**config.mk**
```make
export PLATFORM = sky130hd
export DESIGN_NAME = tcw_ctrl
export DESIGN_NICKNAME = d
export VERILOG_FILES = /design/src/hdl/tcw_pkg.sv /design/src/hdl/tcw_ctrl.sv
export SDC_FILE = /design/constraint.sdc
export NUM_CORES = 1
export LEC_CHECK = 0
export BUFFER_PORTS_ARGS = -buffer_cell sky130_fd_sc_hd__buf_2
export CORE_ASPECT_RATIO = 1.1
export CORE_MARGIN = 2
export CORE_UTILIZATION = 40
export CTS_CLUSTER_DIAMETER = 120
export DETAILED_ROUTE_END_ITERATION = 8
export HOLD_SLACK_MARGIN = 0.15
export PLACE_DENSITY = 0.76
export REMOVE_ABC_BUFFERS = 1
export SLEW_MARGIN = 20
export SYNTH_ARGS = -nofsm -noshare
export SYNTH_HDL_FRONTEND = slang
export SYNTH_SLANG_ARGS = --single-unit
```
**constraint.sdc**
```tcl
create_clock -name clk -period 1.45 [get_ports clk]
set_input_delay 0.0725 -clock clk [delete_from_list [all_inputs] [get_ports clk]]
set_output_delay 0.0725 -clock clk [all_outputs]
set_load 0.02 [all_outputs]
```
**src/hdl/tcw_pkg.sv**
```systemverilog
// ----------------------------------------------------------------------------
// tcw_pkg - shared types and constants of the text console writer
// Screen geometry, action codes and the command and status bundles that
// join the controller to the datapath.
// ----------------------------------------------------------------------------
package tcw_pkg;

	// Screen geometry
	localparam int COLUMNS       = 80;
	localparam int ROWS          = 25;
	localparam int CELLS         = COLUMNS * ROWS;
	localparam int ADDR_W        = $clog2(CELLS);
	localparam int LAST_ROW_BASE = (ROWS - 1) * COLUMNS;

	// Field widths
	localparam int ACT_W  = 3;
	localparam int CHAR_W = 8;
	localparam int COL_W  = 7;
	localparam int ROW_W  = 5;
	localparam int HW_W   = 11;
	localparam int CELL_W = 2 * CHAR_W;

	// Stream widths
	localparam int S_TDATA_W = 32;
	localparam int M_TDATA_W = 40;

	// Character and attribute constants
	localparam logic [CHAR_W-1:0] BLANK_CHAR   = 8'h20;
	localparam logic [CHAR_W-1:0] RESET_COLOUR = 8'h07;
	localparam logic [CHAR_W-1:0] CHAR_CR      = 8'h0D;
	localparam logic [CHAR_W-1:0] CHAR_LF      = 8'h0A;

	typedef enum logic [ACT_W-1:0] {
		ACT_PUT        = 3'd0,
		ACT_SET_CURSOR = 3'd1,
		ACT_CLEAR      = 3'd2,
		ACT_FILL       = 3'd3,
		ACT_SET_COLOUR = 3'd4,
		ACT_READ       = 3'd5
	} action_t;

	// Start point of the sweep counter
	typedef enum logic [1:0] {
		CNT_FIRST    = 2'd0,
		CNT_ROW1     = 2'd1,
		CNT_LAST_ROW = 2'd2
	} cnt_sel_t;

	typedef struct packed {
		logic     accept;
		logic     chk_range;
		logic     set_cursor;
		logic     new_line;
		logic     adv_col;
		logic     put_wr;
		logic     clr_hw;
		logic     set_colour;
		logic     rd_cell;
		logic     cnt_load;
		cnt_sel_t cnt_sel;
		logic     cnt_inc;
		logic     copy_rd;
		logic     copy_scroll;
		logic     blank_wr;
		logic     load_out;
	} dp_cmd_t;

	typedef struct packed {
		logic last_col;
		logic last_row;
		logic in_range;
		logic cnt_last;
		logic out_free;
	} dp_stat_t;

endpackage

```
**src/hdl/tcw_ctrl.sv**
```systemverilog
// ----------------------------------------------------------------------------
// tcw_ctrl - controller of the text console writer
// Decodes each action, sequences the sweeps over the cell store and hands
// the result to the output register.
// ----------------------------------------------------------------------------
module tcw_ctrl (
	input  logic                       clk,
	input  logic                       arst_n,
	input  logic                       s_tvalid,
	output logic                       s_tready,
	input  tcw_pkg::action_t           action,
	input  logic [tcw_pkg::CHAR_W-1:0] char_code,
	input  tcw_pkg::dp_stat_t          stat,
	output tcw_pkg::dp_cmd_t           cmd
);

	import tcw_pkg::*;

	typedef enum logic [5:0] {
		ST_INIT   = 6'b000001,
		ST_IDLE   = 6'b000010,
		ST_COPY   = 6'b000100,
		ST_DRAIN  = 6'b001000,
		ST_BLANK  = 6'b010000,
		ST_FINISH = 6'b100000
	} state_t;

	state_t state_q;
	state_t state_d;
	logic   scroll_q;
	logic   scroll_d;

	assign s_tready = (state_q == ST_IDLE);

	// Next state and commands
	always_comb begin
		cmd      = '0;
		state_d  = state_q;
		scroll_d = scroll_q;
		case (state_q)
			ST_INIT: begin
				cmd.blank_wr = 1'b1;
				cmd.cnt_inc  = 1'b1;
				if (stat.cnt_last) begin
					state_d = ST_IDLE;
				end
			end
			ST_IDLE: begin
				if (s_tvalid) begin
					cmd.accept = 1'b1;
					state_d    = ST_FINISH;
					case (action)
						ACT_PUT: begin
							if (char_code != CHAR_CR) begin
								if (char_code != CHAR_LF) begin
									cmd.put_wr = 1'b1;
								end
								if (char_code == CHAR_LF || stat.last_col) begin
									cmd.new_line = 1'b1;
									if (stat.last_row) begin
										cmd.cnt_load = 1'b1;
										cmd.cnt_sel  = CNT_ROW1;
										scroll_d     = 1'b1;
										state_d      = ST_COPY;
									end
								end else begin
									cmd.adv_col = 1'b1;
								end
							end
						end
						ACT_SET_CURSOR: begin
							cmd.chk_range  = 1'b1;
							cmd.set_cursor = stat.in_range;
						end
						ACT_CLEAR: begin
							cmd.clr_hw   = 1'b1;
							cmd.cnt_load = 1'b1;
							cmd.cnt_sel  = CNT_FIRST;
							state_d      = ST_BLANK;
						end
						ACT_FILL: begin
							cmd.set_colour = 1'b1;
							cmd.cnt_load   = 1'b1;
							cmd.cnt_sel    = CNT_FIRST;
							scroll_d       = 1'b0;
							state_d        = ST_COPY;
						end
						ACT_SET_COLOUR: begin
							cmd.set_colour = 1'b1;
						end
						ACT_READ: begin
							cmd.chk_range = 1'b1;
							cmd.rd_cell   = stat.in_range;
						end
						default: begin
						end
					endcase
				end
			end
			ST_COPY: begin
				cmd.copy_rd     = 1'b1;
				cmd.copy_scroll = scroll_q;
				cmd.cnt_inc     = 1'b1;
				if (stat.cnt_last) begin
					state_d = ST_DRAIN;
				end
			end
			ST_DRAIN: begin
				// last copy write completes here
				if (scroll_q) begin
					cmd.cnt_load = 1'b1;
					cmd.cnt_sel  = CNT_LAST_ROW;
					state_d      = ST_BLANK;
				end else begin
					state_d = ST_FINISH;
				end
			end
			ST_BLANK: begin
				cmd.blank_wr = 1'b1;
				cmd.cnt_inc  = 1'b1;
				if (stat.cnt_last) begin
					state_d = ST_FINISH;
				end
			end
			ST_FINISH: begin
				if (stat.out_free) begin
					cmd.load_out = 1'b1;
					state_d      = ST_IDLE;
				end
			end
			default: begin
				state_d = ST_IDLE;
			end
		endcase
	end

	always_ff @(posedge clk or negedge arst_n) begin
		if (!arst_n) begin
			state_q  <= ST_INIT;
			scroll_q <= 1'b0;
		end else begin
			state_q  <= state_d;
			scroll_q <= scroll_d;
		end
	end

endmodule

```
* Word-level counts from Yosys, hierarchy flattened
Cells that the tools add are included.
** Storage, ports and cells
- Flip-flop bits (word level) :: 7
- ROM bits :: 0
- Memories kept :: 0
- Logic and storage cells :: 72
- Output and inout bits :: 18
- Latch bits :: 0
- Memory bits (writable) :: 0
- Input bits :: 19
** Operators by class
- Magnitude comparators :: 0
- Reduce and logical (&&, ||, !) cells :: 10
- Equal/unequal tests :: 22
- Shift operators :: 0
- Multiplexer cells :: 38
- Add/sub/neg operators :: 0
- Multiply operators :: 0
- Bitwise logic cells :: 0
- Div/mod/pow operators :: 0
** Operator list (count)
- $mux W6 :: 9
- $pmux W6 S6 :: 1
- $mux W3 :: 6
- $pmux W6 S3 :: 1
- $ne A2 B2 Y1 const B :: 8
- $ne A8 B4 Y1 const B :: 2
- $mux W1 :: 15
- $mux W12 :: 1
- $pmux W3 S2 :: 2
- $mux W9 :: 1
- $eq A8 B4 Y1 const B :: 1
- $reduce_or A2 Y1 :: 4
- $eq A3 B2 Y1 const B :: 2
- $eq A3 B3 Y1 const B :: 2
- $eq A6 B1 Y1 const B :: 1
- $eq A6 B2 Y1 const B :: 1
- $eq A6 B3 Y1 const B :: 1
- $eq A6 B4 Y1 const B :: 1
- $eq A6 B5 Y1 const B :: 1
- $eq A6 B6 Y1 const B :: 1
- $reduce_and A6 Y1 :: 1
- $reduce_and A5 Y1 :: 1
- $eq A3 B1 Y1 const B :: 1
- $logic_not A3 Y1 :: 1
- 5 further kinds :: 5

* Logic depth before layout (Yosys ltp)
Gate-level depths: netlist of run 1.
- Depth after elaboration :: 7
- Depth in mapped cells :: 6

* Worst setup path before layout of run 1
Ideal clock, no wire load.
- Path type :: reg-to-output
- Start :: reg state_q[3]
- End :: out cmd[5] (netlist name)
- Arrival :: 1909 ps
- Path buffers :: 1
- Required time :: 1378 ps
- Cell stages (with the launch flop) :: 7
- Slack :: -531 ps
- Cell sequence :: dfrtp_1 buf_6 nor3_4 nand4_4 a2111oi_2 nand2_2 inv_1
** RTL lines
- start: declaration :: line tcw_ctrl.sv:28 : state_t state_q;
- start signal: assignment :: line tcw_ctrl.sv:142 : state_q <= state_d;
- end: declaration :: line tcw_ctrl.sv:14 : output tcw_pkg::dp_cmd_t cmd

==> results of run 1 <==
[layer usage]
layer	vias up	routed length, um
met4	0	119
met3	12	265
met5	-	0
met1	546	1300
li1	510	-
met2	84	1960
[sequential cells by signal (all words and copies together), names as in the netlist]
| name | cells |
|---|---|
| state_q | 6 |
| scroll_q | 1 |
[repair_timing]
item / 4_1_cts / 5_1_grt
setup endpoints to repair: 24 / 24
endpoints found under the hold margin: 8 / 0
setup buffers: 9 / 19
hold buffers: 2 / 0
gates resized for setup: 50 / 44
pin swaps: 15 / 16
[power breakdown]
group          switching [mW]  internal [mW]  total [mW]  leakage (nW)
clock network          0.0747          0.105       0.180        0.0150
logic                   0.711          0.731        1.44         0.725
registers              0.0592          0.240       0.299        0.0858
[cell type report]
class | count | share of cell area (%)
Timing Repair Buffer | 83 | 41.4
Clock buffer | 4 | 1.60
Sequential cell | 7 | 10.9
Inverter | 8 | 1.98
Multi-Input combinational cell | 76 | 42.7
Tap cell | 18 | 1.37
[critical path, stage by stage, from the launching register on]
cell	delay [ns]
dfrtp_1	0.42
nor3_4	0.25
nand4_4	0.19
buf_4	0.19
buf_4	0.13
a21o_1	0.16
nand2_2	0.07
buf_6	0.12
[stage by stage]
| stage | cell area, um2 | worst slack (ns) |
|---|---|---|
| floorplan | 721 | -0.543 |
| global route | 1650 | -0.460 |
| global placement | 1110 | -0.158 |
| CTS | 1390 | -0.308 |
| detailed placement | 1110 | -0.232 |
| finish | 1650 | -0.407 |
[layout by cell type, fill, tap and decap left out, drive strengths merged]
cell type / instances
a221oi: 1
nand2: 10
nor4b: 2
inv: 8
nand4b: 1
and2: 2
xor2: 3
o21ai: 5
a2111oi: 1
nor3: 6
dfstp: 1
nand3b: 1
mux2i: 1
nand2b: 1
or4: 1
nor2b: 3
a31oi: 1
clkbuf: 4
buf: 81
dfrtp: 6
nor2: 13
nand4: 2
a21bo: 1
or3: 2
dlygate4sd3: 2
and3: 3
nor3b: 1
o211ai: 2
a311oi: 1
o2111ai: 1
nand3: 3
a21o: 1
a31o: 1
a41o: 1
o2bb2ai: 1
a21oi: 2
and4: 2
[path summary, 6_finish.rpt]
| check | to | cells after the start | from | slack, ns |
|---|---|---|---|---|
| worst max-delay path | cmd[7] | 7 | state_q[3] | -0.41 |
| worst min-delay path | state_q[1] | 2 | arst_n | 0.21 |
| worst max register to register | state_q[5] | 8 | state_q[1] | -0.26 |
| worst min register to register | state_q[0] | 1 | state_q[0] | 0.60 |
| max in group asynchronous | state_q[0] | 2 | arst_n | 1.01 |
| min in group clk | scroll_q | 5 | stat[3] | 0.27 |
[cells by family (layout without fill, tap and decap cells)]
kind of cell	after synthesis	count (layout)	share of synthesized area, %
AOI/OAI and AO/OA	19	19	19.5
buffers and inverters	13	95	8.76
muxes	1	1	1.32
and+or+nand+nor	53	53	43.6
DFF	7	7	23.3
xor gates and xnor gates	3	3	3.47
==> flow_metrics.py, run 1 <==
metrics = {
    "synth": {
        "yosysWarnings": 0,
        "synthArstFlopShare_pct": 100,
        "yosys.area.top_type": "dfrtp_1",
        "ys_seq_elements": 7,
        "ys.flop_type": "dfrtp_1",
        "synthCells": 96,
        "yosysMostFrequentCell": "nor2_1",
        "synth_commonest_cells": "nor2_1 (13), nand2_1 (9), inv_1 (8)",
        "yosys-top-cells-area": "dfrtp_1 (20%), nor2_1 (6.4%), nand2_1 (4.5%), nor3_4 (4.3%), inv_1 (4.0%)",
        "synth_edf_count": 0,
        "yosysSeqAreaShare_pct": 23.3,
        "syn_area_per_cell_um2": 7.89,
        "synth_top_area_share_pct": 19.8,
        "syn-cell-area_um2": 757,
        "synth_cell_types": 42,
    },
    "routing": {
        "drtPass1Iterations": 4,
        "drt_iter0_drc": 25,
        "routedWlPerCell_um": 18.6,
        "routed_wl_um": 3640,
        "drcViolationCount": 0,
        "ant_nets": 0,
        "dr_total_vias": 1152,
        "via_per_inst": 5.88,
    },
    "placement": {
        "gp_congestion": 0.888,
        "port_buffers": 36,
        "place_hpwl_um": 1780,
        "place_inst": 170,
    },
    "floorplan": {
        "die_w_um": 45.5,
        "die_h_um": 49.6,
        "core_um2": 1780,
        "io_pins": 37,
        "start_util_pct": 42.5,
        "std_cell_rows": 16,
        "dieArea_um2": 2260,
    },
    "clock_network": {
        "cts.sinks": 7,
        "htreeDepth": 1,
        "cts_buffer_depth": 2,
        "clockRootBuffer": "clkbuf_4",
        "clkTransAtPathRegs_ns": 0.05,
        "cts_made_buffers": 3,
        "clk_latency_ns": 0.25,
        "tritoncts": "yes",
    },
    "finish": {
        "areaGrowthSynthToFinish_pct": 118,
        "antenna_cells": 0,
        "drive_above_1_share_pct": 69.7,
        "seqCellArea_um2": 180,
        "fin_util_pct": 92.4,
        "layout.nets": 198,
        "multi_input_area_um2": 703,
        "fillers": 69,
        "stdcell_count": 196,
    },
    "global_routing": {
        "antenna_found_initial": 0,
        "grt_pass1_vias": 1038,
        "top_usage_layer": "met2",
        "gr-usage-met2_pct": 46.9,
        "grt_max_degree": 9,
        "use_met1_pct": 28.2,
        "grt_pass1_wl_um": 4460,
        "grt_use_met3_pct": 6.23,
        "grt-ovfl-total": 0,
        "grt_usage_pct": 26.2,
    },
    "sta": {
        "slew_viol_final": 0,
        "finalSetupTns_ns": -6.09,
        "layout_setup_ws_ns": -0.407,
        "hold_viol": 0,
        "tightestPinTransition_ns": 0.327,
        "finalClockSkew_ns": 0.00178,
        "max_slew_margin_pct": 78.2,
        "setup_viol": 24,
        "fmaxAchievable_mhz": 538,
        "period_share_pct": 128,
        "min_period_ns": 1.86,
        "grt_setup_unrepaired": "true",
        "holdWs_ns": 0.211,
    },
    "power": {
        "ir_drop_uv": 949,
        "p_total_mw": 1.92,
        "power.leakage_nw": 0.825,
        "power_density_nw_per_um2": 1170,
    },
    "min_path": {
        "hp-class": "in2async",
    },
    "setup_path": {
        "worstPathArrival_ns": 1.78,
        "path_max_fanout": 5,
        "required_ns": 1.38,
        "cp-end-kind": "output port",
        "worstSetupStartpointType": "register",
        "worstSetupPathType": "reg2out",
    },
    "outcome": {
        "violations": "setup timing",
        "status": "finished, violations left",
    },
    "run": {
        "cap_violations": 0,
    },
}
No activity file was read; power rests on OpenSTA's default activity.
==> run 2, diff against run 1 <==
- CORE_UTILIZATION: 40 -> 48
- PLACE_DENSITY: 0.76 -> 0.85
- clock period: 1.45 -> 2.4 ns (I/O delays scaled with it)
==> run 2 against run 1 <==
Compared with the run above: the flow now finishes without violations; largest cell class unchanged; sequential cell count unchanged; combinational power decreased by 78%; critical path depth decreased by 1; setup slack improved by 0.57 ns; register-to-register slack improved by 0.85 ns; utilization decreased by 29 points; via count decreased by 27%; wire length decreased by 48%; worst hold slack got worse by 0.019 ns; clock skew increased by 0.0049 ns; die area decreased by 15%; critical endpoint is now cmd[5]; sequential share of layout area increased by 7.3 points.
==> flow_metrics.py, run 2 (same netlist as run 1, synthesis figures left out) <==
metrics = {
    "finish": {
        "final_common_cell": "buf_2",
        "areaGrowthSynthToFinish_pct": 27.9,
        "drive_above_1_share_pct": 36.1,
        "antenna_cells": 0,
        "fin_util_pct": 63.7,
        "mostFrequentLayoutCells": "buf_2 (36), nor2_1 (13), nand2_1 (9)",
        "layout.nets": 153,
        "largest_reg_flops": 6,
        "top_regs": "state_q x6, scroll_q x1",
        "top_register": "state_q",
    },
    "min_path": {
        "hp-start": "stat[1]",
        "whs_endpoint": "state_q[4]",
        "min_path_cells": 4,
        "hp-class": "in2reg",
    },
    "global_routing": {
        "top_usage_layer": "met2",
        "use_met1_pct": 23.2,
        "grt_pass1_wl_um": 3140,
        "grt_max_degree": 14,
        "grt_pass1_vias": 761,
        "grt_use_met3_pct": 3.97,
        "grt-ovfl-total": 0,
        "grt_usage_pct": 21.4,
        "antenna_found_initial": 0,
        "gr-usage-met2_pct": 41.3,
    },
    "routing": {
        "dr_total_vias": 843,
        "drcViolationCount": 0,
        "ant_nets": 0,
        "routed_wl_um": 1900,
        "drtPass1Iterations": 4,
        "drt_iter0_drc": 15,
        "routedWlPerCell_um": 12.6,
        "via_per_inst": 5.62,
    },
    "floorplan": {
        "start_util_pct": 49.8,
        "core_um2": 1520,
        "std_cell_rows": 15,
        "dieArea_um2": 1910,
        "die_w_um": 41.9,
        "io_pins": 37,
        "die_h_um": 45.7,
    },
    "placement": {
        "place_hpwl_um": 1530,
        "gp_congestion": 0.836,
        "port_buffers": 36,
    },
    "sta": {
        "finalSetupTns_ns": 0,
        "slew_viol_final": 0,
        "holdWs_ns": 0.192,
        "hold_viol": 0,
        "period_share_pct": 93.3,
        "min_period_ns": 2.24,
        "finalClockSkew_ns": 0.00672,
        "max_slew_margin_pct": 67.3,
        "fmaxAchievable_mhz": 447,
        "setup_viol": 0,
        "tightestPinTransition_ns": 0.490,
        "grt_setup_unrepaired": "false",
    },
    "setup_path": {
        "r2r_start": "state_q[4]",
        "path_max_fanout": 13,
        "r2r_end": "state_q[2]",
        "worstPathArrival_ns": 2.12,
        "cp-end-kind": "output port",
        "reg2reg_setup_slack_ns": 0.59,
        "r2r_cells": 5,
        "required_ns": 2.28,
        "worstSetupStartpointType": "register",
        "worstSetupPathType": "reg2out",
    },
    "outcome": {
        "status": "completed",
    },
    "run": {
        "cap_violations": 0,
    },
    "clock_network": {
        "clockRootBuffer": "clkbuf_4",
        "tritoncts": "yes",
        "cts_buffer_depth": 2,
        "clk_latency_ns": 0.25,
        "cts_resized": 0,
        "htreeDepth": 1,
        "cts.sinks": 7,
        "cts_made_buffers": 3,
        "clkTransAtPathRegs_ns": 0.05,
    },
    "power": {
        "power_density_nw_per_um2": 631,
        "ir_drop_uv": 318,
        "power.leakage_nw": 0.544,
    },
}
[run 2: changes by cell type in the layout (fill, tap and decap cells not counted), moves of 3 or more]
cell | previous run | this run
nor2_4 | 4 | 0
o21ai_0 | 2 | 5
buf_6 | 27 | 0
dfrtp_1 | 3 | 6
buf_4 | 35 | 0
dfrtp_2 | 3 | 0
o21ai_2 | 3 | 0
buf_2 | 19 | 36
nand2_1 | 6 | 9
nor2_1 | 8 | 13
[run 2: critical path, stage by stage, from the launching register on]
cell and delay [ns]:
dfrtp_1 0.55, nor3_4 0.30, nand4_4 0.22, a2111oi_2 0.43, nand2_2 0.14, inv_1 0.07, buf_2 0.16
[run 2: cell type report]
cell class,instances,area [um2]
clock buffers,4,26.3
multi-input cells,76,514
flip-flops and latches,7,176
well taps,17,21.3
fillers,133,552
inverters,8,30.0
repair buffers,38,200
[run 2: what timing repair did]
item / in CTS / in global routing
hold buffers: 2 / 0
setup endpoints to repair: 0 / 0
endpoints found under the hold margin: 9 / 0
buffers inserted: 0 / 0
[run 2: where the power goes]
group          internal (mW)  total [mW]  switching (mW)  leakage, nW
Sequential             0.142       0.195          0.0533       0.0898
Clock                 0.0634       0.106          0.0427       0.0150
Combinational          0.119       0.310           0.191        0.439
Total                  0.324       0.611           0.288        0.544
[run 2: through the flow]
step	setup WS, ns	power (mW)	instances	cell area, um2
final	0.162	0.611	150	968
after global routing	0.00770	0.656	150	968
after CTS	0.180	0.611	150	968
after detailed placement	0.455	0.502	144	922
after global placement	0.565	0.496	144	922
after floorplan	0.359	0.401	91	721
[run 2: how the worst max path moves through the flow]
stage | from | to | slack (ns) | cells past startpoint
finish | state_q[4] | cmd[5] | 0.16 | 6
CTS | state_q[4] | cmd[5] | 0.18 | 6
detailed placement | state_q[4] | cmd[5] | 0.46 | 6
global placement | state_q[4] | cmd[5] | 0.56 | 6
floorplan | state_q[4] | cmd[5] | 0.36 | 5
global route | state_q[4] | cmd[5] | 0.008 | 6
[run 2: metal layers]
metal / share of wire (%) / vias up
li1: - / 422
met2: 49 / 44
met3: 6.8 / 4
met1: 43 / 373
met5: 0 / -
met4: 1.4 / 0
==> run 3, diff against run 2 <==
- CORE_MARGIN: 2 -> not set
==> run 3 against run 2 <==
Compared with the run above: register-to-register slack gained 0.05 ns; clock power about the same; non-clock buffer count stayed put; highest routed layer unchanged; setup slack better by 0.050 ns; sequential cell count is the same; count of clock-buffer cells in the layout did not move.
==> flow_metrics.py, run 3 (same netlist as run 1, synthesis figures left out) <==
metrics = {
    "outcome": {
        "status": "completed",
    },
    "clock_network": {
        "htreeDepth": 1,
        "cts_buffer_depth": 2,
        "clkTransAtPathRegs_ns": 0.05,
        "clk_latency_ns": 0.25,
        "tritoncts": "yes",
        "cts_made_buffers": 3,
        "clockRootBuffer": "clkbuf_4",
        "cts.sinks": 7,
        "cts_resized": 0,
    },
    "global_routing": {
        "grt_max_degree": 14,
        "grt_pass1_vias": 788,
        "grt-ovfl-total": 0,
        "grt_usage_pct": 26.3,
        "antenna_found_initial": 0,
        "grt_pass1_wl_um": 3260,
    },
    "setup_path": {
        "worstPathArrival_ns": 2.07,
        "path_max_fanout": 13,
        "required_ns": 2.28,
        "worstSetupStartpointType": "register",
        "cp-end-kind": "output port",
        "worstSetupPathType": "reg2out",
    },
    "finish": {
        "antenna_cells": 0,
        "top_regs": "state_q x6, scroll_q x1",
        "largest_reg_flops": 6,
        "top_register": "state_q",
        "layout.nets": 153,
        "final_common_cell": "buf_2",
        "areaGrowthSynthToFinish_pct": 27.8,
        "drive_above_1_share_pct": 36.1,
        "mostFrequentLayoutCells": "buf_2 (36), nor2_1 (13), nand2_1 (9)",
    },
    "routing": {
        "drcViolationCount": 0,
        "ant_nets": 0,
        "via_per_inst": 5.85,
        "routedWlPerCell_um": 13.6,
        "drtPass1Iterations": 4,
        "dr_total_vias": 872,
        "drt_iter0_drc": 18,
        "routed_wl_um": 2020,
    },
    "power": {
        "pwr-share-clk_pct": 17.4,
        "ir_drop_uv": 354,
        "combPwrFrac_pct": 51.1,
        "power.leakage_nw": 0.544,
        "swShare_pct": 47.2,
        "p_total_mw": 0.614,
        "power_density_nw_per_um2": 634,
        "netSwitchingPower_mw": 0.290,
        "power.share.sequential_pct": 31.5,
        "p_int_mw": 0.324,
    },
    "placement": {
        "gp_congestion": 0.815,
        "place_hpwl_um": 1640,
        "port_buffers": 36,
    },
    "sta": {
        "fmaxAchievable_mhz": 457,
        "setup_viol": 0,
        "max_slew_margin_pct": 69.2,
        "grt_setup_unrepaired": "false",
        "min_period_ns": 2.19,
        "hold_viol": 0,
        "period_share_pct": 91.2,
        "tightestPinTransition_ns": 0.462,
        "finalClockSkew_ns": 0.00327,
        "finalSetupTns_ns": 0,
        "slew_viol_final": 0,
    },
    "floorplan": {
        "std_cell_rows": 14,
        "start_util_pct": 53.4,
        "die_h_um": 43.7,
        "core_um2": 1420,
        "dieArea_um2": 1740,
        "io_pins": 37,
        "die_w_um": 39.9,
    },
    "run": {
        "cap_violations": 0,
    },
    "min_path": {
        "hp-class": "in2reg",
    },
}
-- run 3: cell counts in the layout (fill, tap and decap cells not counted) --
Identical to the previous run, type by type.
-- run 3: final cells by class --
type	instances	area, um2
clock buffers	4	26.3
multi-input cells	76	514
inverters	8	30.0
well taps	16	20.0
flip-flops and latches	7	176
fillers	125	452
repair buffers	38	200
-- run 3: repair_timing --
| item | 4_1_cts | 5_1_grt |
|---|---|---|
| hold endpoints to repair | 9 | 0 |
| setup buffers | 0 | 0 |
| hold buffers | 2 | 0 |
| endpoints found under the setup margin | 0 | 0 |
-- run 3: critical path: stages (launching register included) --
cell and delay [ns]:
dfrtp_1 0.54, nor3_4 0.30, nand4_4 0.22, a2111oi_2 0.41, nand2_2 0.13, inv_1 0.07, buf_2 0.15
-- run 3: power groups by stage --
stage	registers, mW	clock network, mW	logic, mW
2_1_floorplan	0.182	0	0.220
3_3_place_gp	0.194	0	0.302
3_5_place_dp	0.195	0	0.311
4_1_cts	0.193	0.108	0.315
5_1_grt	0.198	0.117	0.342
6_report	0.193	0.107	0.313
-- run 3: path summary, 6_finish.rpt --
path,startpoint,slack [ns],end,cells after the start
setup / recovery,state_q[4],0.21,cmd[5],6
hold / removal,stat[1],0.19,state_q[0],3
setup reg to reg,state_q[4],0.64,state_q[2],5
hold reg to reg,state_q[0],0.58,state_q[0],1
max in group asynchronous,arst_n,1.94,state_q[0],2
min in group asynchronous,arst_n,0.23,state_q[3],2
-- run 3: per-stage QoR --
stage               utilization (%)  instances  hold WS (ns)  worst slack, ns  area (um2)
CTS                            68.2        149         0.194            0.199         967
global placement               64.9        143       -0.0486            0.565         921
detailed placement             64.9        143       -0.0393            0.492         921
floorplan                         -         91        -0.176            0.359         721
finish                         68.2        149         0.195            0.211         967
global route                   68.2        149         0.193           0.0506         967
-- run 3: layer usage --
layer  vias to the layer above  track usage, %  part of all wire [%]
met5                         -               0                     0
met4                         0            6.90                   1.1
met3                         6            6.67                   5.9
met2                        37            46.1                    55
met1                       412            30.3                    38
li1                        417               -                     -
